## src/rtl/hsfc_pkg.sv

```systemverilog
// shared types and constants for the heat stencil fit cost block
package hsfc_pkg;

  localparam int DATA_W             = 32;
  localparam int COST_W             = 64;
  localparam int ROW_POINTS_DEFAULT = 8;
  localparam int LAP_W              = DATA_W + 3;
  localparam int LAP_LO_W           = 17;
  localparam int FRAC_W             = 24;

  localparam logic [DATA_W-1:0] STEP_COEF_RESET = 32'd4194304;
  localparam logic signed [DATA_W-1:0] DATA_MAX = 32'sh7fffffff;
  localparam logic signed [DATA_W-1:0] DATA_MIN = 32'sh80000000;

  localparam logic MODE_LOAD = 1'b0;
  localparam logic MODE_STEP = 1'b1;

  typedef enum logic [1:0] {
    ST_IDLE,
    ST_SWEEP,
    ST_DRAIN,
    ST_HOLD
  } state_t;

  typedef struct packed {
    logic [COST_W-1:0] cost;
    logic              saturated;
  } cost_res_t;

  typedef struct packed {
    logic busy;
    logic done;
  } unit_status_t;

endpackage

```

## src/rtl/hsfc_cost.sv

```systemverilog
// cost unit: squared error against row point 1, saturating accumulation
module hsfc_cost import hsfc_pkg::*; (
  input  logic                     clk,
  input  logic                     rst,
  input  logic                     start,
  input  logic signed [DATA_W-1:0] u1,
  input  logic signed [DATA_W-1:0] sample,
  input  logic                     last,
  output unit_status_t             status,
  output cost_res_t                res
);

  localparam int ERR_W = DATA_W + 1;
  localparam int SQ_W  = 2 * ERR_W;

  logic                    s1_valid;
  logic [ERR_W-1:0]        s1_mag;
  logic                    s1_last;
  logic                    s2_valid;
  logic [COST_W-1:0]       s2_sq;
  logic                    s2_last;
  logic [COST_W-1:0]       acc;
  logic                    sat;
  logic                    done;

  logic signed [ERR_W-1:0] err;
  logic [SQ_W-1:0]         sq_full;
  logic [COST_W:0]         acc_sum;
  logic [COST_W-1:0]       acc_new;
  logic                    sat_new;

  assign err     = ERR_W'(sample) - ERR_W'(u1);
  assign sq_full = SQ_W'(s1_mag) * SQ_W'(s1_mag);
  assign acc_sum = {1'b0, acc} + {1'b0, s2_sq};

  always_comb begin
    if (acc_sum[COST_W]) begin
      acc_new = '1;
      sat_new = 1'b1;
    end else begin
      acc_new = acc_sum[COST_W-1:0];
      sat_new = sat;
    end
  end

  always_ff @(posedge clk) begin
    if (start) begin
      s1_mag  <= err[ERR_W-1] ? ERR_W'(-err) : ERR_W'(err);
      s1_last <= last;
    end
    if (s1_valid) begin
      // error magnitude stays below 2^32, so the square fits
      s2_sq   <= sq_full[COST_W-1:0];
      s2_last <= s1_last;
    end
    if (s2_valid) begin
      res.cost      <= acc_new;
      res.saturated <= sat_new;
    end
  end

  always_ff @(posedge clk) begin
    if (rst) begin
      s1_valid <= 1'b0;
      s2_valid <= 1'b0;
      done     <= 1'b0;
      acc      <= '0;
      sat      <= 1'b0;
    end else begin
      s1_valid <= start;
      s2_valid <= s1_valid;
      done     <= s2_valid;
      if (s2_valid) begin
        if (s2_last) begin
          acc <= '0;
          sat <= 1'b0;
        end else begin
          acc <= acc_new;
          sat <= sat_new;
        end
      end
    end
  end

  assign status.busy = s1_valid || s2_valid;
  assign status.done = done;

endmodule

```

## config.mk

```make
export PLATFORM = sky130hd
export DESIGN_NAME = hsfc_cost
export DESIGN_NICKNAME = d
export VERILOG_FILES = /design/src/rtl/hsfc_pkg.sv /design/src/rtl/hsfc_cost.sv
export SDC_FILE = /design/constraint.sdc
export NUM_CORES = 2
export LEC_CHECK = 0
export BUFFER_PORTS_ARGS = -buffer_cell sky130_fd_sc_hd__buf_2
export CORE_MARGIN = 2
export CORE_UTILIZATION = 48
export DETAILED_ROUTE_END_ITERATION = 10
export GPL_TIMING_DRIVEN = 0
export PLACE_DENSITY = 0.67
export SYNTH_ARGS = -nofsm -noshare
export SYNTH_HDL_FRONTEND = slang
export SYNTH_SLANG_ARGS = --single-unit
export TNS_END_PERCENT = 1
```

## constraint.sdc

```tcl
create_clock -name clk -period 8.28 [get_ports clk]
set_clock_uncertainty 0.1 [all_clocks]
set_input_delay 0.414 -clock clk [delete_from_list [all_inputs] [get_ports clk]]
set_output_delay 0.414 -clock clk [all_outputs]
set_load 0.02 [all_outputs]
```

==> metrics.cfg <==
[critical_path]
crit_path_end_kind = register
criticalPathCategory = register to register
r2r_cells = 25
r2r_slack_ns = 0.007
r2r-end = s2_sq[59]
crit_arrival_ns = 8.48
start_kind = register
worst-path-max-fanout = 10
r2r_start = s1_mag[32]
worstPathRequired_ns = 8.49

[yosys]
async_reset_ff_share_pct = 0
synth_seq_area_share_pct = 14.1
ys_ff_latch = 231
yosysWarnings = 0
synth_area_per_cell_sq_um = 9.43
netlist_area_sq_mm = 0.0444
synth-edff-count = 163
syn_inst = 4712
yosysUniqueCellTypes = 86
syn_nets = 6001
synth_ff_type = edfxtp_1

[clocking]
h-tree-depth = 1
cts_tree = done
cts_sinks = 231
cts_buffers = 27
insertion_delay_ns = 0.59
clock_path_buffers = 3
path_clk_slew_ns = 0.06
root_buffer = clkbuf_16

[place]
dpl.hpwl_mm = 108
dp_slack_ns = -1.83
place_congestion = 1.01
port_buffers = 134
dp_cells = 6034
dpl-instance-area_sq_mm = 0.0466

[route]
drc = 0
viasPerCell = 5.37
vias = 32900
wl_mm = 132
firstDrtPassIters = 8
wl_per_cell_microns = 21.5
drtAntennaViolNets = 0
drtIter0Drc = 2253

[worst_hold_path]
min_from = u1[0]
min_path_type = primary input to register
whs_path_depth = 3
min_to = s1_mag[0]

[sta]
holdWs_ns = 0.233
finalMaxSlewViolations = 0
setup_viol = 0
tightest_slew_ns = 1.14
period_needed_ns = 8.27
final_hold_viol_count = 0
slew_headroom_pct = 23.5
fmaxAchievable_mhz = 121
finalWorstSetupSlack_ns = 0.00699
finalCritPeriodShare_pct = 99.9
rsz0062_at_grt = true

[global_route]
antenna_found_initial = 5
grt_pass1_vias = 35100
overflow = 0
grt_use_total_pct = 28.7
grt_pass1_wl_mm = 204
grt_max_degree = 71

[layout]
drive_gt1_share_pct = 9.82
fin_cells = 6135
layout_common_cells = inv_1, fa_1, nand2_1, ha_1, and2_1
multi_input_area_sq_mm = 0.0333
fin_nets = 6217
seqCellArea_sq_mm = 0.00626
fill_cells = 8495
area_delta_synth_final_pct = 10.2
fin_area_sq_mm = 0.0490
final_common_cell = inv_1

[run]
drv_cap = 0

[floorplan]
rows = 111
io_pins = 135
initial_utilization_pct = 48.5
fp.dieH_microns = 308
fp.dieW_microns = 308
coreArea_sq_mm = 0.0917
dieArea_sq_mm = 0.0950

[outcome]
run_status = finished clean

worst max-delay path: stages, from the launching register on:
cell and delay [ns]:
edfxtp_1 0.49, clkbuf_1 0.80, and2_1 0.33, inv_1 0.08, fa_1 0.47, inv_1 0.05
fa_1 0.50, fa_1 0.43, fa_1 0.42, fa_1 0.55, fa_1 0.43, fa_1 0.49
inv_1 0.05, fa_1 0.47, inv_1 0.04, ha_1 0.36, a21o_1 0.22, a21o_1 0.20
a21oi_2 0.19, nand3_1 0.20, a31oi_4 0.28, a211o_1 0.24, nand2_2 0.11, o21ai_4 0.21
o21bai_1 0.12, xor2_1 0.16
timing repair:
item,4_1_cts,5_1_grt
endpoints found under the hold margin,4,0
gates resized for setup,205,126
buffers inserted,45,21
hold buffers,2,0
endpoints found under the setup margin,42,24
pin swaps,5,16
worst max-delay path by stage:
stage / start / end / cells after the start
floorplan: s1_mag[23] / s2_sq[63] / 28
finish: s1_mag[32] / s2_sq[59] / 25
CTS: s1_mag[2] / s2_sq[61] / 29
detailed placement: s1_mag[26] / s2_sq[63] / 27
global placement: s1_mag[26] / s2_sq[63] / 28
global route: s1_mag[31] / s2_sq[59] / 27
registers in the layout, indices dropped and copies added (netlist names):
name and flops:
s1_last 1, s2_last 1, acc 64, s2_valid 1, sat 1, s2_sq 63
s1_mag 33, res 65, s1_valid 1, done 1
cells by family (layout without fill, tap and decap cells):
logic type	Yosys count	count (layout)	share of synthesized area, %
AOI/OAI and AO/OA	634	634	9.70
and+or+nand+nor	1036	1036	11.6
DFF	231	231	14.1
buffers and inverters	1399	1635	11.9
adders and majority gates	1221	1221	48.9
muxes	9	9	0.206
xor gates and xnor gates	182	182	3.59
other	0	1	0
metrics by stage:
stage               TNS (ns)  util, %
floorplan                  0        -
global route          -0.437     53.4
CTS                   -0.113     52.9
global placement      -46.58     50.8
finish                     0     53.4
detailed placement    -45.57     50.9
synth_stat cells, types with 7 or more instances:
cell / instances / area share [%]
a211o_1: 9 / 0.18
a211oi_1: 11 / 0.19
a21o_1: 112 / 1.9
a21oi_1: 181 / 2.0
a22o_1: 59 / 1.2
a31oi_1: 42 / 0.59
and2_1: 208 / 2.9
and3_1: 20 / 0.28
clkbuf_1: 167 / 1.4
dfxtp_1: 68 / 3.1
edfxtp_1: 163 / 11
fa_1: 862 / 39
ha_1: 359 / 10
inv_1: 1220 / 10
mux2i_1: 8 / 0.18
nand2_1: 400 / 3.4
nand2b_1: 58 / 0.82
nand3_1: 35 / 0.39
nand4_1: 37 / 0.52
nor2_1: 151 / 1.3
nor2b_1: 23 / 0.32
nor3_1: 31 / 0.35
nor4_1: 8 / 0.11
o211ai_1: 11 / 0.19
o21a_1: 16 / 0.27
o21ai_0: 78 / 0.88
o21bai_1: 34 / 0.57
o31ai_1: 7 / 0.12
or2_2: 23 / 0.32
or3_1: 11 / 0.15
xnor2_1: 119 / 2.3
xor2_1: 63 / 1.2
layout make-up:
| cell class | instances | area share (%) |
|---|---|---|
| timing repair buffer | 204 | 2.65 |
| sequential | 231 | 12.8 |
| tap | 1186 | 3.03 |
| inverter | 1223 | 9.45 |
| clock buffer | 33 | 1.55 |
| buffer | 159 | 2.13 |
| antenna | 1 | 0.00511 |
| clock inverter | 16 | 0.358 |
| multi-input combinational | 3082 | 68.0 |
per-layer routing:
layer	vias up	share of wire, %	GRT usage (%)
met1	16200	41	38.2
li1	15000	-	-
met2	1407	44	45.6
met4	4	5.5	12.5
met5	-	0.022	0
met3	357	9.2	5.66
Power is not shown: default switching activity piles up to over one toggle a cycle in this logic, so the estimate is an artifact.
