File: src/rtl/hsfc_pkg.sv
// shared types and constants for the heat stencil fit cost block
package hsfc_pkg;

  localparam int DATA_W             = 32;
  localparam int COST_W             = 64;
  localparam int ROW_POINTS_DEFAULT = 8;
  localparam int LAP_W              = DATA_W + 3;
  localparam int LAP_LO_W           = 17;
  localparam int FRAC_W             = 24;

  localparam logic [DATA_W-1:0] STEP_COEF_RESET = 32'd4194304;
  localparam logic signed [DATA_W-1:0] DATA_MAX = 32'sh7fffffff;
  localparam logic signed [DATA_W-1:0] DATA_MIN = 32'sh80000000;

  localparam logic MODE_LOAD = 1'b0;
  localparam logic MODE_STEP = 1'b1;

  typedef enum logic [1:0] {
    ST_IDLE,
    ST_SWEEP,
    ST_DRAIN,
    ST_HOLD
  } state_t;

  typedef struct packed {
    logic [COST_W-1:0] cost;
    logic              saturated;
  } cost_res_t;

  typedef struct packed {
    logic busy;
    logic done;
  } unit_status_t;

endpackage

File: src/rtl/hsfc_stencil.sv
// stencil pipeline: sliding window over the read stream, laplacian, scale, clamp
module hsfc_stencil import hsfc_pkg::*; #(
  parameter int ROW_POINTS = ROW_POINTS_DEFAULT
) (
  input  logic                                 clk,
  input  logic                                 rst,
  input  logic [DATA_W-1:0]                    step_coefficient,
  input  logic                                 data_valid,
  input  logic [$clog2(ROW_POINTS)-1:0]        data_idx,
  input  logic signed [DATA_W-1:0]             data,
  output logic                                 wr_valid,
  output logic [$clog2(ROW_POINTS)-1:0]        wr_addr,
  output logic signed [DATA_W-1:0]             wr_data,
  output logic                                 busy
);

  localparam int AW     = $clog2(ROW_POINTS);
  localparam int HI_W   = LAP_W - LAP_LO_W;
  localparam int LO_P_W = DATA_W + LAP_LO_W;
  localparam int HI_P_W = DATA_W + 1 + HI_W;
  localparam int PROD_W = DATA_W + LAP_W;
  localparam int DEL_W  = PROD_W - FRAC_W;
  localparam int SUM_W  = DEL_W + 1;

  logic signed [DATA_W-1:0] p1, p2;

  logic                     s1_valid;
  logic signed [LAP_W-1:0]  s1_lap;
  logic signed [DATA_W-1:0] s1_old;
  logic [AW-1:0]            s1_idx;

  logic                     s2_valid;
  logic [LO_P_W-1:0]        s2_lo;
  logic signed [HI_P_W-1:0] s2_hi;
  logic signed [DATA_W-1:0] s2_old;
  logic [AW-1:0]            s2_idx;

  logic                     s3_valid;
  logic signed [DEL_W-1:0]  s3_delta;
  logic signed [DATA_W-1:0] s3_old;
  logic [AW-1:0]            s3_idx;

  logic signed [LAP_W-1:0]  lap;
  logic signed [PROD_W-1:0] prod;
  logic signed [SUM_W-1:0]  sum;
  logic signed [DATA_W-1:0] clamped;
  logic                     fire;

  // window holds u[k-2], u[k-1]; data is u[k], producing point k-1
  assign fire = data_valid && (data_idx >= AW'(2));

  assign lap = LAP_W'(p2) - (LAP_W'(p1) <<< 1) + LAP_W'(data);

  assign prod = (PROD_W'(s2_hi) <<< LAP_LO_W) + $signed({{(PROD_W - LO_P_W){1'b0}}, s2_lo});

  assign sum = SUM_W'(s3_old) + SUM_W'(s3_delta);

  always_comb begin
    if (sum > SUM_W'(DATA_MAX)) begin
      clamped = DATA_MAX;
    end else if (sum < SUM_W'(DATA_MIN)) begin
      clamped = DATA_MIN;
    end else begin
      clamped = sum[DATA_W-1:0];
    end
  end

  always_ff @(posedge clk) begin
    if (data_valid) begin
      p2 <= p1;
      p1 <= data;
    end
    if (fire) begin
      s1_lap <= lap;
      s1_old <= p1;
      s1_idx <= data_idx - AW'(1);
    end
    if (s1_valid) begin
      s2_lo  <= LO_P_W'(step_coefficient) * LO_P_W'(s1_lap[LAP_LO_W-1:0]);
      s2_hi  <= $signed({1'b0, step_coefficient}) * $signed(s1_lap[LAP_W-1:LAP_LO_W]);
      s2_old <= s1_old;
      s2_idx <= s1_idx;
    end
    if (s2_valid) begin
      // arithmetic shift gives floor toward minus infinity
      s3_delta <= prod[PROD_W-1:FRAC_W];
      s3_old   <= s2_old;
      s3_idx   <= s2_idx;
    end
    if (s3_valid) begin
      wr_data <= clamped;
      wr_addr <= s3_idx;
    end
  end

  always_ff @(posedge clk) begin
    if (rst) begin
      s1_valid <= 1'b0;
      s2_valid <= 1'b0;
      s3_valid <= 1'b0;
      wr_valid <= 1'b0;
    end else begin
      s1_valid <= fire;
      s2_valid <= s1_valid;
      s3_valid <= s2_valid;
      wr_valid <= s3_valid;
    end
  end

  assign busy = s1_valid || s2_valid || s3_valid || wr_valid;

endmodule

File: config.mk
export PLATFORM = sky130hd
export DESIGN_NAME = hsfc_stencil
export DESIGN_NICKNAME = d
export VERILOG_FILES = /design/src/rtl/hsfc_pkg.sv /design/src/rtl/hsfc_stencil.sv
export SDC_FILE = /design/constraint.sdc
export NUM_CORES = 2
export LEC_CHECK = 0
export ABC_AREA = 1
export BUFFER_PORTS_ARGS = -buffer_cell sky130_fd_sc_hd__buf_4
export CAP_MARGIN = 10
export CORE_UTILIZATION = 65
export CTS_CLUSTER_DIAMETER = 100
export CTS_CLUSTER_SIZE = 30
export DETAILED_ROUTE_END_ITERATION = 8
export HOLD_SLACK_MARGIN = 0.05
export PLACE_DENSITY_LB_ADDON = 0.1
export SLEW_MARGIN = 25
export SYNTH_ARGS = -nofsm -noshare
export SYNTH_HDL_FRONTEND = slang
export SYNTH_SLANG_ARGS = --single-unit
File: constraint.sdc
create_clock -name clk -period 7.2 [get_ports clk]
set_input_delay 0.72 -clock clk [delete_from_list [all_inputs] [get_ports clk]]
set_output_delay 0.72 -clock clk [all_outputs]
set_load 0.02 [all_outputs]
==> flow_metrics.env <==
export IMPL_postSynth_topFlopCell="sky130_fd_sc_hd__edfxtp_1"
export IMPL_max_cap_violations=0
export IMPL_cp_data_required_time_ns=7.54
export IMPL_final_hold_viol_count=0
export IMPL_critical_path_arrival_ns=7.25
export IMPL_final_max_slew_viol_count=0
export IMPL_worstHoldEndpoint="p1[29]"
export IMPL_worst_path_max_fanout=16
export IMPL_synth_yosys_warnings=0
export IMPL_netlist_area_leader_share=0.339
export IMPL_grt_first_pass_wirelength_mm=240
export IMPL_layout_nets=8276
export IMPL_failed_checks="design-rule violations"
export IMPL_placement_setup_worst_slack_ns=-0.0170
export IMPL_fmaxAchievable_mhz=145
export IMPL_cts_reportedPaths_clkPinSlew_ns=0.12
export IMPL_placeableCoreArea_um2=86600
export IMPL_mappedNetlistArea_um2=56800
export IMPL_avg_wl_per_cell_um=18.5
export IMPL_r2r_slack_ns=0.29
export IMPL_synth_edf_count=364
export IMPL_grt_usage=0.348
export IMPL_clk_insertion_delay_late_ns=0.60
export IMPL_cts_tree="yes"
export IMPL_slowest_cell_delay_on_critical_path_ns=1.11
export IMPL_dp_cells=7985
export IMPL_cts_sink_count=368
export IMPL_launch_point_of_the_worst_reg_to_reg_path="s1_lap[13]"
export IMPL_gp_congestion=1.01
export IMPL_cpMaxStageDelayCell="sky130_fd_sc_hd__edfxtp_1"
export IMPL_clockBufferDepth=3
export IMPL_fp_row_count=108
export IMPL_path_class="reg -> reg"
export IMPL_postSynthAreaPerCell_um2=8.27
export IMPL_antenna_found_initial=7
export IMPL_root_buffer="sky130_fd_sc_hd__clkbuf_16"
export IMPL_final_instance_count_excl_fill=8030
export IMPL_drt_drc_violations_left=2
export IMPL_hold_buffers=0
export IMPL_synth_async_reset_ratio=0
export IMPL_final_min_period_over_clock_period=0.959
export IMPL_grt_max_degree=80
export IMPL_path_cells="buf_4 > nand2_1 > fa_1 > inv_1 > fa_1 > fa_1 > fa_1 > fa_1 > inv_1 > fa_1 > inv_1 > ha_1 > a21oi_1 > inv_1 > a31oi_1 > inv_1 > a21oi_1 > nor2_1 > a211oi_1 > nand2_1 > xor2_1 > buf_4"
export IMPL_synth_net_count=8284
export IMPL_synthDominantAreaCellType="sky130_fd_sc_hd__fa_1"
export IMPL_hold_path_cell_count=1
export IMPL_drive_above_1_share=0.0476
export IMPL_routed_via_count=43319
export IMPL_rsz0062_at_grt="no"
export IMPL_worst_pin_slew_ns=1.12
export IMPL_first_global_vias=44533
export IMPL_period_needed_ns=6.91
export IMPL_io_pins=107
export IMPL_drt_pass1_iter_count=9
export IMPL_worstHoldPathType="in -> reg"
export IMPL_timing_critical_path_mode_cell="sky130_fd_sc_hd__fa_1"
export IMPL_flow_area_growth_from_synthesis_pct=5.36
export IMPL_viasPerCell=5.39
export IMPL_reg2reg_depth=22
export IMPL_final_wl_mm=148
export IMPL_dpl_hpwl_mm=120
export IMPL_htree_num_levels=1
export IMPL_port_buffer_count=106
export IMPL_setup_violations=0
export IMPL_cp_end_kind="flip-flop"
export IMPL_fin_ws_ns=0.293
export IMPL_final_setup_skew_ns=0.0525
export IMPL_cts_buffers_inserted=20
export IMPL_worst_setup_path_start_kind="flip-flop"
export IMPL_ys_seq_elements=368
export IMPL_floorplan_initialDensity=0.655
export IMPL_synth_top_cells_by_area="sky130_fd_sc_hd__fa_1 34%, sky130_fd_sc_hd__edfxtp_1 19%, sky130_fd_sc_hd__inv_1 13%"
export IMPL_r2r_end="s2_lo[43]"
export IMPL_drt_iter0_markers=3692
export IMPL_worstHoldStart="data[29]"
export IMPL_global_route_overflow_total=0
export IMPL_postSynthCellCount=6868
export IMPL_run_status="finished with violations"
export IMPL_count_of_antenna_violating_nets_left_after_detailed_routing=0
export IMPL_dieArea_um2=88500
export IMPL_vertical_extent_of_the_die_um=298
export IMPL_chipWidth_um=298
export IMPL_distinct_cell_type_count_of_the_synthesized_netlist=50
export IMPL_timing_slew_headroom=0.251
export IMPL_synth_sequential_area_ratio=0.194
[placed cells by master, fill, tap and decap left out, types with 5 or more instances in the layout]
master,Yosys,layout
sky130_fd_sc_hd__o21ai_0,118,118
sky130_fd_sc_hd__o21ai_1,10,10
sky130_fd_sc_hd__nor2_2,13,13
sky130_fd_sc_hd__a21oi_1,264,263
sky130_fd_sc_hd__xnor2_1,54,54
sky130_fd_sc_hd__clkbuf_16,0,20
sky130_fd_sc_hd__inv_1,1954,1954
sky130_fd_sc_hd__nor4_1,12,11
sky130_fd_sc_hd__edfxtp_1,364,364
sky130_fd_sc_hd__fa_1,960,960
sky130_fd_sc_hd__nor3_1,28,28
sky130_fd_sc_hd__nand3_2,8,8
sky130_fd_sc_hd__inv_2,10,10
sky130_fd_sc_hd__or2_2,10,10
sky130_fd_sc_hd__a21o_1,11,11
sky130_fd_sc_hd__nand2_2,37,37
sky130_fd_sc_hd__nand2_1,1711,1711
sky130_fd_sc_hd__a31oi_1,35,35
sky130_fd_sc_hd__nor2_1,318,318
sky130_fd_sc_hd__nand3_1,81,81
sky130_fd_sc_hd__buf_4,0,193
sky130_fd_sc_hd__clkbuf_1,219,6
sky130_fd_sc_hd__o211ai_1,7,7
sky130_fd_sc_hd__buf_12,2,14
sky130_fd_sc_hd__ha_1,386,386
sky130_fd_sc_hd__a211oi_1,7,7
sky130_fd_sc_hd__nand4_1,22,22
sky130_fd_sc_hd__xor2_1,124,124
sky130_fd_sc_hd__o21a_1,24,24
sky130_fd_sc_hd__a21boi_0,6,6
sky130_fd_sc_hd__and3_1,5,5
sky130_fd_sc_hd__o21bai_1,20,20
[cell usage after synthesis, drive strengths merged (11+ instances only)]
cell,instances
inv,1964
nand2,1750
fa,960
ha,386
edfxtp,364
nor2,331
a21oi,264
clkbuf,219
o21ai,128
xor2,124
nand3,89
xnor2,54
a31oi,35
nor3,29
o21a,24
nand4,22
buf,21
o21bai,20
or2,13
nor4,12
a21o,11
[cells by family (layout without fill, tap and decap cells)]
kind of cell | Yosys count | in the layout | synth area share
AOI/OAI and AO/OA | 516 | 516 | 0.0504
xor gates and xnor gates | 178 | 178 | 0.0275
other | 0 | 1 | 0
buffers and inverters | 2206 | 2212 | 0.147
DFF | 368 | 368 | 0.194
and+or+nand+nor | 2254 | 2254 | 0.158
adders and majority gates | 1346 | 1346 | 0.424
[metrics by stage]
step                TNS [ns]  instance area [um2]   util  hold slack, ns
floorplan                  0                56800      -           0.400
global placement           0                58900  0.680           0.400
detailed placement   -0.0314                58900  0.680           0.405
CTS                        0                59700  0.689           0.266
global route               0                59800  0.691           0.270
finish                     0                59800  0.691           0.293
[layout make-up]
| class | instances | area [um2] |
|---|---|---|
| multi-input cells | 4294 | 37400 |
| fillers | 7108 | 26800 |
| flip-flops and latches | 368 | 11000 |
| inverters | 1966 | 7380 |
| repair buffers | 210 | 1800 |
| well taps | 1155 | 1450 |
| clock buffers | 26 | 523 |
| clock inverters | 10 | 215 |
| diodes | 1 | 2.50 |
[how the worst max path moves through the flow]
stage	from	to	slack, ns	cells past startpoint
after CTS	s1_lap[20]	s2_hi[46]	0.15	21
final	s1_lap[13]	s2_lo[43]	0.29	22
after global placement	step_coefficient[28]	s2_hi[46]	0.05	24
after detailed placement	step_coefficient[28]	s2_hi[46]	-0.02	24
after floorplan	step_coefficient[17]	s2_hi[43]	0.99	24
after global routing	s1_lap[13]	s2_lo[48]	0.04	21
[timing repair]
action                     4_1_cts  5_1_grt
buffers inserted                 0        6
gates resized for setup          0        1
setup endpoints to repair        0        3
[flip-flops by register name, indices dropped and copies added, names as in the netlist, 32 cells and up]
name / count
p2: 32
s2_lo: 32
s1_lap: 35
s2_hi: 50
p1: 32
s2_old: 32
s3_delta: 43
wr_data: 32
s1_old: 32
s3_old: 32
[per-layer routing]
| layer | GRT usage | routed length (um) |
|---|---|---|
| met4 | 0.117 | 5540 |
| met3 | 0.0505 | 13300 |
| met2 | 0.544 | 66200 |
| met5 | 0 | 40 |
| met1 | 0.503 | 63200 |
[critical path: cells and delay by family (launching register included)]
| kind | cells | cell delay, ns |
|---|---|---|
| flops | 1 | 1.11 |
| fa+ha+maj | 7 | 3.30 |
| simple gates | 3 | 0.30 |
| compound gates | 4 | 1.01 |
| xor+xnor | 1 | 0.16 |
| buf+inv | 7 | 0.75 |
Power is left out: the tool's default activity adds up to more than one toggle a clock period on the data nets, which glitch-free logic cannot reach.
