### src/rtl/hsfc_pkg.sv
// shared types and constants for the heat stencil fit cost block
package hsfc_pkg;

  localparam int DATA_W             = 32;
  localparam int COST_W             = 64;
  localparam int ROW_POINTS_DEFAULT = 8;
  localparam int LAP_W              = DATA_W + 3;
  localparam int LAP_LO_W           = 17;
  localparam int FRAC_W             = 24;

  localparam logic [DATA_W-1:0] STEP_COEF_RESET = 32'd4194304;
  localparam logic signed [DATA_W-1:0] DATA_MAX = 32'sh7fffffff;
  localparam logic signed [DATA_W-1:0] DATA_MIN = 32'sh80000000;

  localparam logic MODE_LOAD = 1'b0;
  localparam logic MODE_STEP = 1'b1;

  typedef enum logic [1:0] {
    ST_IDLE,
    ST_SWEEP,
    ST_DRAIN,
    ST_HOLD
  } state_t;

  typedef struct packed {
    logic [COST_W-1:0] cost;
    logic              saturated;
  } cost_res_t;

  typedef struct packed {
    logic busy;
    logic done;
  } unit_status_t;

endpackage

### src/rtl/hsfc_row_mem.sv
// row memory: one write port, one registered read port, per-entry valid bits
module hsfc_row_mem import hsfc_pkg::*; #(
  parameter int ROW_POINTS = ROW_POINTS_DEFAULT
) (
  input  logic                                 clk,
  input  logic                                 rst,
  input  logic                                 rd_en,
  input  logic [$clog2(ROW_POINTS)-1:0]        rd_addr,
  output logic signed [DATA_W-1:0]             rd_data,
  input  logic                                 wr_en,
  input  logic [$clog2(ROW_POINTS)-1:0]        wr_addr,
  input  logic signed [DATA_W-1:0]             wr_data
);

  logic signed [DATA_W-1:0] mem [ROW_POINTS];
  logic [ROW_POINTS-1:0]    vld;
  logic signed [DATA_W-1:0] q;
  logic                     q_vld;

  always_ff @(posedge clk) begin
    if (wr_en) begin
      mem[wr_addr] <= wr_data;
    end
    if (rd_en) begin
      q <= mem[rd_addr];
    end
  end

  always_ff @(posedge clk) begin
    if (rst) begin
      vld   <= '0;
      q_vld <= 1'b0;
    end else begin
      if (wr_en) begin
        vld[wr_addr] <= 1'b1;
      end
      if (rd_en) begin
        q_vld <= vld[rd_addr];
      end
    end
  end

  // never-written entries read as zero
  assign rd_data = q_vld ? q : '0;

endmodule

### config.mk
export PLATFORM = sky130hd
export DESIGN_NAME = hsfc_row_mem
export DESIGN_NICKNAME = d
export VERILOG_FILES = /design/src/rtl/hsfc_pkg.sv /design/src/rtl/hsfc_row_mem.sv
export SDC_FILE = /design/constraint.sdc
export NUM_CORES = 1
export LEC_CHECK = 0
export ABC_CLOCK_PERIOD_IN_PS = 4100
export BUFFER_PORTS_ARGS = -buffer_cell sky130_fd_sc_hd__buf_2
export CORE_ASPECT_RATIO = 0.9
export CORE_MARGIN = 2
export CORE_UTILIZATION = 41
export CTS_BUF_LIST = sky130_fd_sc_hd__clkbuf_4
export DETAILED_ROUTE_END_ITERATION = 12
export MAX_ROUTING_LAYER = met4
export PLACE_DENSITY = 0.6
export SETUP_SLACK_MARGIN = 0.4
export SYNTH_ARGS = -nofsm -noshare
export SYNTH_HDL_FRONTEND = slang
export SYNTH_SLANG_ARGS = --single-unit
### constraint.sdc
create_clock -name clk -period 4.1 [get_ports clk]
set_clock_uncertainty 0.15 [all_clocks]
set_input_delay 0.205 -clock clk [delete_from_list [all_inputs] [get_ports clk]]
set_output_delay 0.205 -clock clk [all_outputs]
set_load 0.005 [all_outputs]
==> results of run 1 <==
==> synthesized netlist by cell type (2+ instances only) <==
master    number
and2_1        32
and4b_1        2
buf_1          5
buf_12         3
buf_2          3
clkbuf_1       9
clkbuf_4       2
dfxtp_1        9
edfxtp_1     288
mux2_2        12
mux2_4        20
mux2i_1        4
mux4_1         4
mux4_2        61
nand2_1        2
nor2_1        12
nor4bb_1       2
o21ba_2        3
==> power breakdown <==
part	switching [mW]	leakage, nW	internal, mW
Clock	1.12	0.577	1.33
Combinational	0.175	1.40	0.187
Sequential	0.0290	2.71	3.45
Total	1.32	4.69	4.97
==> final timing paths <==
check                           cells after the start  slack (ns)                   to
worst min-delay path                                2         0.1      q[29]$_DFFE_PP_
worst min register to register                      2        0.32  vld[6]$_SDFFE_PP0P_
worst max-delay path                                3        1.82           rd_data[2]
worst max register to register                      2        2.55      q[28]$_DFFE_PP_
==> logic make-up (layout without fill, tap and decap cells) <==
family / Yosys count / in the layout / synth area share (%)
other: 0 / 2 / 0
and+or+nand+nor: 53 / 53 / 2.781
buffers and inverters: 23 / 255 / 1.363
AOI/OAI and AO/OA: 4 / 4 / 0.3767
DFF: 297 / 297 / 78.17
muxes: 101 / 101 / 17.31
==> routing by layer <==
| layer | GRT usage, % | vias to the layer above | part of all wire, % |
|---|---|---|---|
| met5 | - | - | 0 |
| met3 | 4.402 | 40 | 6.2 |
| li1 | - | 2398 | - |
| met2 | 25.65 | 170 | 49 |
| met1 | 21.60 | 2787 | 43 |
| met4 | 5.950 | 0 | 1.8 |
==> cell type report <==
cell class / instances / area [um^2]
multi-input combinational: 158 / 2376
sequential: 297 / 8828
clock inverter: 17 / 98.84
clock buffer: 114 / 855.8
tap: 354 / 442.9
antenna: 2 / 5.005
timing repair buffer: 124 / 858.3
fill: 2218 / 13560
==> sequential cells by signal, summed over array words and instances, names as in the netlist <==
register / count
mem: 256
q_vld: 1
q: 32
vld: 8
==> metrics by stage <==
stage | instances | setup WS (ns)
6_report | 1066 | 1.816
5_1_grt | 1066 | 1.664
4_1_cts | 1064 | 1.711
3_5_place_dp | 896 | 1.581
3_3_place_gp | 896 | 1.617
2_1_floorplan | 478 | 0.7768
==> what timing repair did <==
item / 4_1_cts / 5_1_grt
endpoints found under the hold margin: 293 / 0
hold buffers: 37 / 0
gates resized for setup: 0 / 0
==> impl_metrics.tcl, run 1 <==
set metrics [dict create \
    outcome "finished clean" \
    drtAntennaViolNets 0 \
    dp_hpwl_um 11850 \
    rsz0062_at_grt "no" \
    cp-start-kind "flop" \
    place_congestion 0.7119 \
    layout.nets 698 \
    slowest_delay_ns 0.52 \
    irDropWorstVdd_mv 0.3117 \
    drv_slew 0 \
    required_ns 3.74 \
    clk_pin_slew_worst_paths_ns 0.07 \
    worst_pin_slew_ns 1.113 \
    synth_area_leaders "edfxtp_1 77%, mux4_2 12%, mux2_4 2.7%, and2_1 1.8%, dfxtp_1 1.6%" \
    drv_cap 0 \
    critPathKind "reg2out" \
    cp_top_family "flip-flops" \
    initial_core_util_pct 41.78 \
    drt_iter0_markers 328 \
    fp.dieH_um 161.5 \
    crit_slowest_cell "dfxtp_1" \
    layout_commonest_cell "edfxtp_1" \
    grt_max_degree 66 \
    fin_util_pct 49.82 \
    ys_async_sr_fraction_pct 0 \
    synth_cell_type_count 23 \
    crit_start "q_vld$_SDFFE_PP0P_" \
    final_cell_mix "288 x edfxtp_1, 114 x clkbuf_4, 71 x buf_2" \
    drt_wl_total_um 22300 \
    fin_setup_tns_ns 0 \
    synthFlopType "edfxtp_1" \
    grt_overflow 0 \
    min_period_ns 2.284 \
    hp-class "in2reg" \
    hold_viol_final 0 \
    synthCells 478 \
    powerDensity_nw_per_um2 467.5 \
    synth_top_area_share_pct 76.58 \
    whs_ns 0.09995 \
    crit_arrival_ns 1.93 \
    path_cells "buf_4 -> and2_1 -> buf_2" \
    die-area_um2 28890 \
    core_area_um2 27030 \
    cts.sinks 297 \
    syn_area_um2 11290 \
    max_freq_ghz 0.4378 \
    track_usage_pct 16.70 \
    ys_ff_latch 297 \
    synth-edff-count 288 \
    ys_seq_area_share_pct 78.17 \
    cts_tree "yes" \
    ios 74 \
    slew_headroom_pct 25.80 \
    grt_pass1_vias 5991 \
    cts_root_buf "clkbuf_4" \
    syn_area_per_cell_um2 23.63 \
    stdcell_area_um2 13470 \
    port_buffers 73 \
    ys_warn_count 0 \
    p_leak_nw 4.689 \
    power_mw 6.296 \
    path_buf_inv 2 \
    syn-num-nets 520 \
    dr.pass1.iters 4 \
    postCtsSetupBuffers 0 \
    fp-row-count 57 \
    setup_viol 0 \
    synth.largest_area_cell "edfxtp_1" \
    final_layout_size_suffix_gt1_share_pct 44.23 \
    clock_latency_ns 0.67 \
    numCtsBuffers 75 \
    ctsHtreeMaxLevel 3 \
    r2r_start "mem[1][28]$_DFFE_PP_" \
    dieWidth_um 178.9 \
    max-clock-path-buffers 3 \
    syn_to_final_growth_pct 19.23 \
    wl_per_cell_um 20.92 \
    vias_per_cell 5.061 \
    min_period_over_period_pct 55.72 \
    vias 5395 \
    antenna_found_initial 2 \
    min_from "rd_addr[2]" \
    post_dp_cell_area_um2 12140 \
    worstPathMaxFanout 25 \
    endpoint_kind "output pin" \
    grt_pass1_wl_um 34160 \
    drcViolationCount 0 \
]
No activity file was read; power rests on OpenSTA's default activity.
==> inputs of run 2 (changes only) <==
--- a/config.mk
+++ b/config.mk
@@ -5,7 +5,7 @@
 export SDC_FILE = /design/constraint.sdc
 export NUM_CORES = 1
 export LEC_CHECK = 0
-export ABC_CLOCK_PERIOD_IN_PS = 4100
+export ABC_CLOCK_PERIOD_IN_PS = 2190
 export BUFFER_PORTS_ARGS = -buffer_cell sky130_fd_sc_hd__buf_2
 export CORE_ASPECT_RATIO = 0.9
 export CORE_MARGIN = 2
@@ -13,7 +13,7 @@
 export CTS_BUF_LIST = sky130_fd_sc_hd__clkbuf_4
 export DETAILED_ROUTE_END_ITERATION = 12
 export MAX_ROUTING_LAYER = met4
-export PLACE_DENSITY = 0.6
+export PLACE_DENSITY = 0.58
 export SETUP_SLACK_MARGIN = 0.4
 export SYNTH_ARGS = -nofsm -noshare
 export SYNTH_HDL_FRONTEND = slang
==> constraint.sdc (replaced) <==
create_clock -name clk -period 2.19 [get_ports clk]
set_clock_uncertainty 0.15 [all_clocks]
set_input_delay 0.1095 -clock clk [delete_from_list [all_inputs] [get_ports clk]]
set_output_delay 0.1095 -clock clk [all_outputs]
set_load 0.005 [all_outputs]
==> run 2 against run 1 <==
Critical endpoint is now vld[2]$_SDFFE_PP0P_. Via count is 1.2% higher. Largest power group unchanged. Power increased by 91%. Sequential share of layout area down 2.0 points. Count of clock-buffer cells in the layout decreased by 7.
==> impl_metrics.tcl, run 2 (synthesis gave the netlist of run 1 again) <==
set metrics [dict create \
    outcome "finished clean" \
    core_area_um2 27030 \
    r2r_end "q[16]$_DFFE_PP_" \
    stdcell_area_um2 13900 \
    critPathKind "in2reg" \
    die-area_um2 28890 \
    worstPathMaxFanout 26 \
    drt_iter0_markers 374 \
    drcViolationCount 0 \
    drtAntennaViolNets 0 \
    worstRegToRegCells 2 \
    hold_viol_final 0 \
    fin_util_pct 51.44 \
    syn_to_final_growth_pct 23.11 \
    rsz0062_at_grt "yes" \
    required_ns 2.63 \
    wl_per_cell_um 21.18 \
    cts_root_buf "clkbuf_4" \
    vias 5460 \
    vias_per_cell 5.042 \
    min_path_cells 2 \
    hp-class "in2reg" \
    ios 74 \
    final_layout_size_suffix_gt1_share_pct 45.33 \
    p_leak_nw 4.877 \
    grt_pass1_wl_um 34090 \
    min_from "wr_data[5]" \
    clock_latency_ns 0.65 \
    powerDensity_nw_per_um2 865.3 \
    irDropWorstVdd_mv 0.4560 \
    drv_slew 0 \
    clk_pin_slew_worst_paths_ns 0.07 \
    drt_wl_total_um 22940 \
    worst_pin_slew_ns 0.4242 \
    dieWidth_um 178.9 \
    numCtsBuffers 73 \
    min_period_ns 1.765 \
    regMostFlops "mem" \
    min_period_over_period_pct 80.57 \
    r2r_start "mem[3][16]$_DFFE_PP_" \
    drv_cap 0 \
    grt_max_degree 66 \
    cts.sinks 297 \
    largest_reg_flops 256 \
    antenna_found_initial 1 \
    port_buffers 73 \
    r2r_setup_slack_ns 0.61 \
    post_dp_cell_area_um2 12340 \
    place_congestion 0.7029 \
    setup_viol 0 \
    dp_hpwl_um 11960 \
    layout.nets 720 \
    grt_overflow 0 \
    layout_commonest_cell "edfxtp_1" \
    fp.dieH_um 161.5 \
    cp-start-kind "primary input" \
    track_usage_pct 16.65 \
    slew_headroom_pct 71.63 \
    max_freq_ghz 0.5667 \
    cts_tree "yes" \
    initial_core_util_pct 41.78 \
    fin_setup_tns_ns 0 \
    fp-row-count 57 \
    max-clock-path-buffers 3 \
    largest_registers "mem x256, q x32, vld x8" \
    endpoint_kind "flop" \
    crit_arrival_ns 2.21 \
    grt_pass1_vias 5750 \
    ctsHtreeMaxLevel 3 \
    dr.pass1.iters 4 \
    final_cell_mix "288 x edfxtp_1, 107 x clkbuf_4, 72 x buf_2" \
    holdPathEnd "mem[0][5]$_DFFE_PP_" \
]
run 2: worst max-delay path: stages:
cell	delay, ns
dlygate4sd3_1	0.52
buf_2	0.20
nor4bb_4	0.39
buf_12	0.27
nor2_1	0.06
nor2_1	0.08
dlygate4sd3_1	0.55
run 2: metrics by stage:
stage                     total power [mW]  hold WS [ns]  cells  setup WS, ns
after CTS                            12.18       -0.1006   1071        0.3856
after global placement               7.281        0.2179    904        0.3748
after detailed placement             7.316        0.2357    904        0.3399
after global routing                 12.58       0.06601   1083        0.3546
final                                12.03        0.1070   1083        0.4255
after floorplan                      7.029       0.05187    478        0.3086
run 2: area by class of cell:
type | count | area [um^2]
multi-input combinational | 158 | 2404
clock inverter | 18 | 172.7
antenna | 1 | 2.502
clock buffer | 107 | 803.3
sequential | 297 | 8832
fill | 2186 | 13130
timing repair buffer | 148 | 1246
tap | 354 | 442.9
run 2: repair_timing:
action,CTS,global route
endpoints found under the hold margin,511,113
pin swaps,0,3
hold buffers,41,2
resized for setup,7,8
setup buffers,0,7
gates cloned,1,3
endpoints found under the setup margin,26,46
run 2: report_power, final:
group / total (mW) / leakage [nW] / internal [mW] / switching (mW)
Combinational: 0.744 / 1.59 / 0.398 / 0.346
Sequential: 6.52 / 2.71 / 6.46 / 0.0518
Clock: 4.77 / 0.573 / 2.70 / 2.07
run 2: how the worst max path moves through the flow:
stage	from	to	slack, ns
floorplan	wr_addr[0]	mem[1][0]$_DFFE_PP_	0.31
global placement	rd_addr[0]	q[26]$_DFFE_PP_	0.37
detailed placement	rd_addr[0]	q[26]$_DFFE_PP_	0.34
CTS	q_vld$_SDFFE_PP0P_	rd_data[18]	0.39
global route	q_vld$_SDFFE_PP0P_	rd_data[1]	0.35
finish	wr_addr[2]	vld[2]$_SDFFE_PP0P_	0.43
run 2: per-layer routing:
layer | wire [um] | part of all wire (%) | vias to the layer above | global-route usage, %
li1 | - | - | 2434 | -
met1 | 10090 | 44 | 2812 | 22.18
met2 | 11140 | 49 | 178 | 25.52
met3 | 1354 | 5.9 | 36 | 3.978
met4 | 354 | 1.5 | 0 | 5.174
met5 | 0 | 0 | - | -
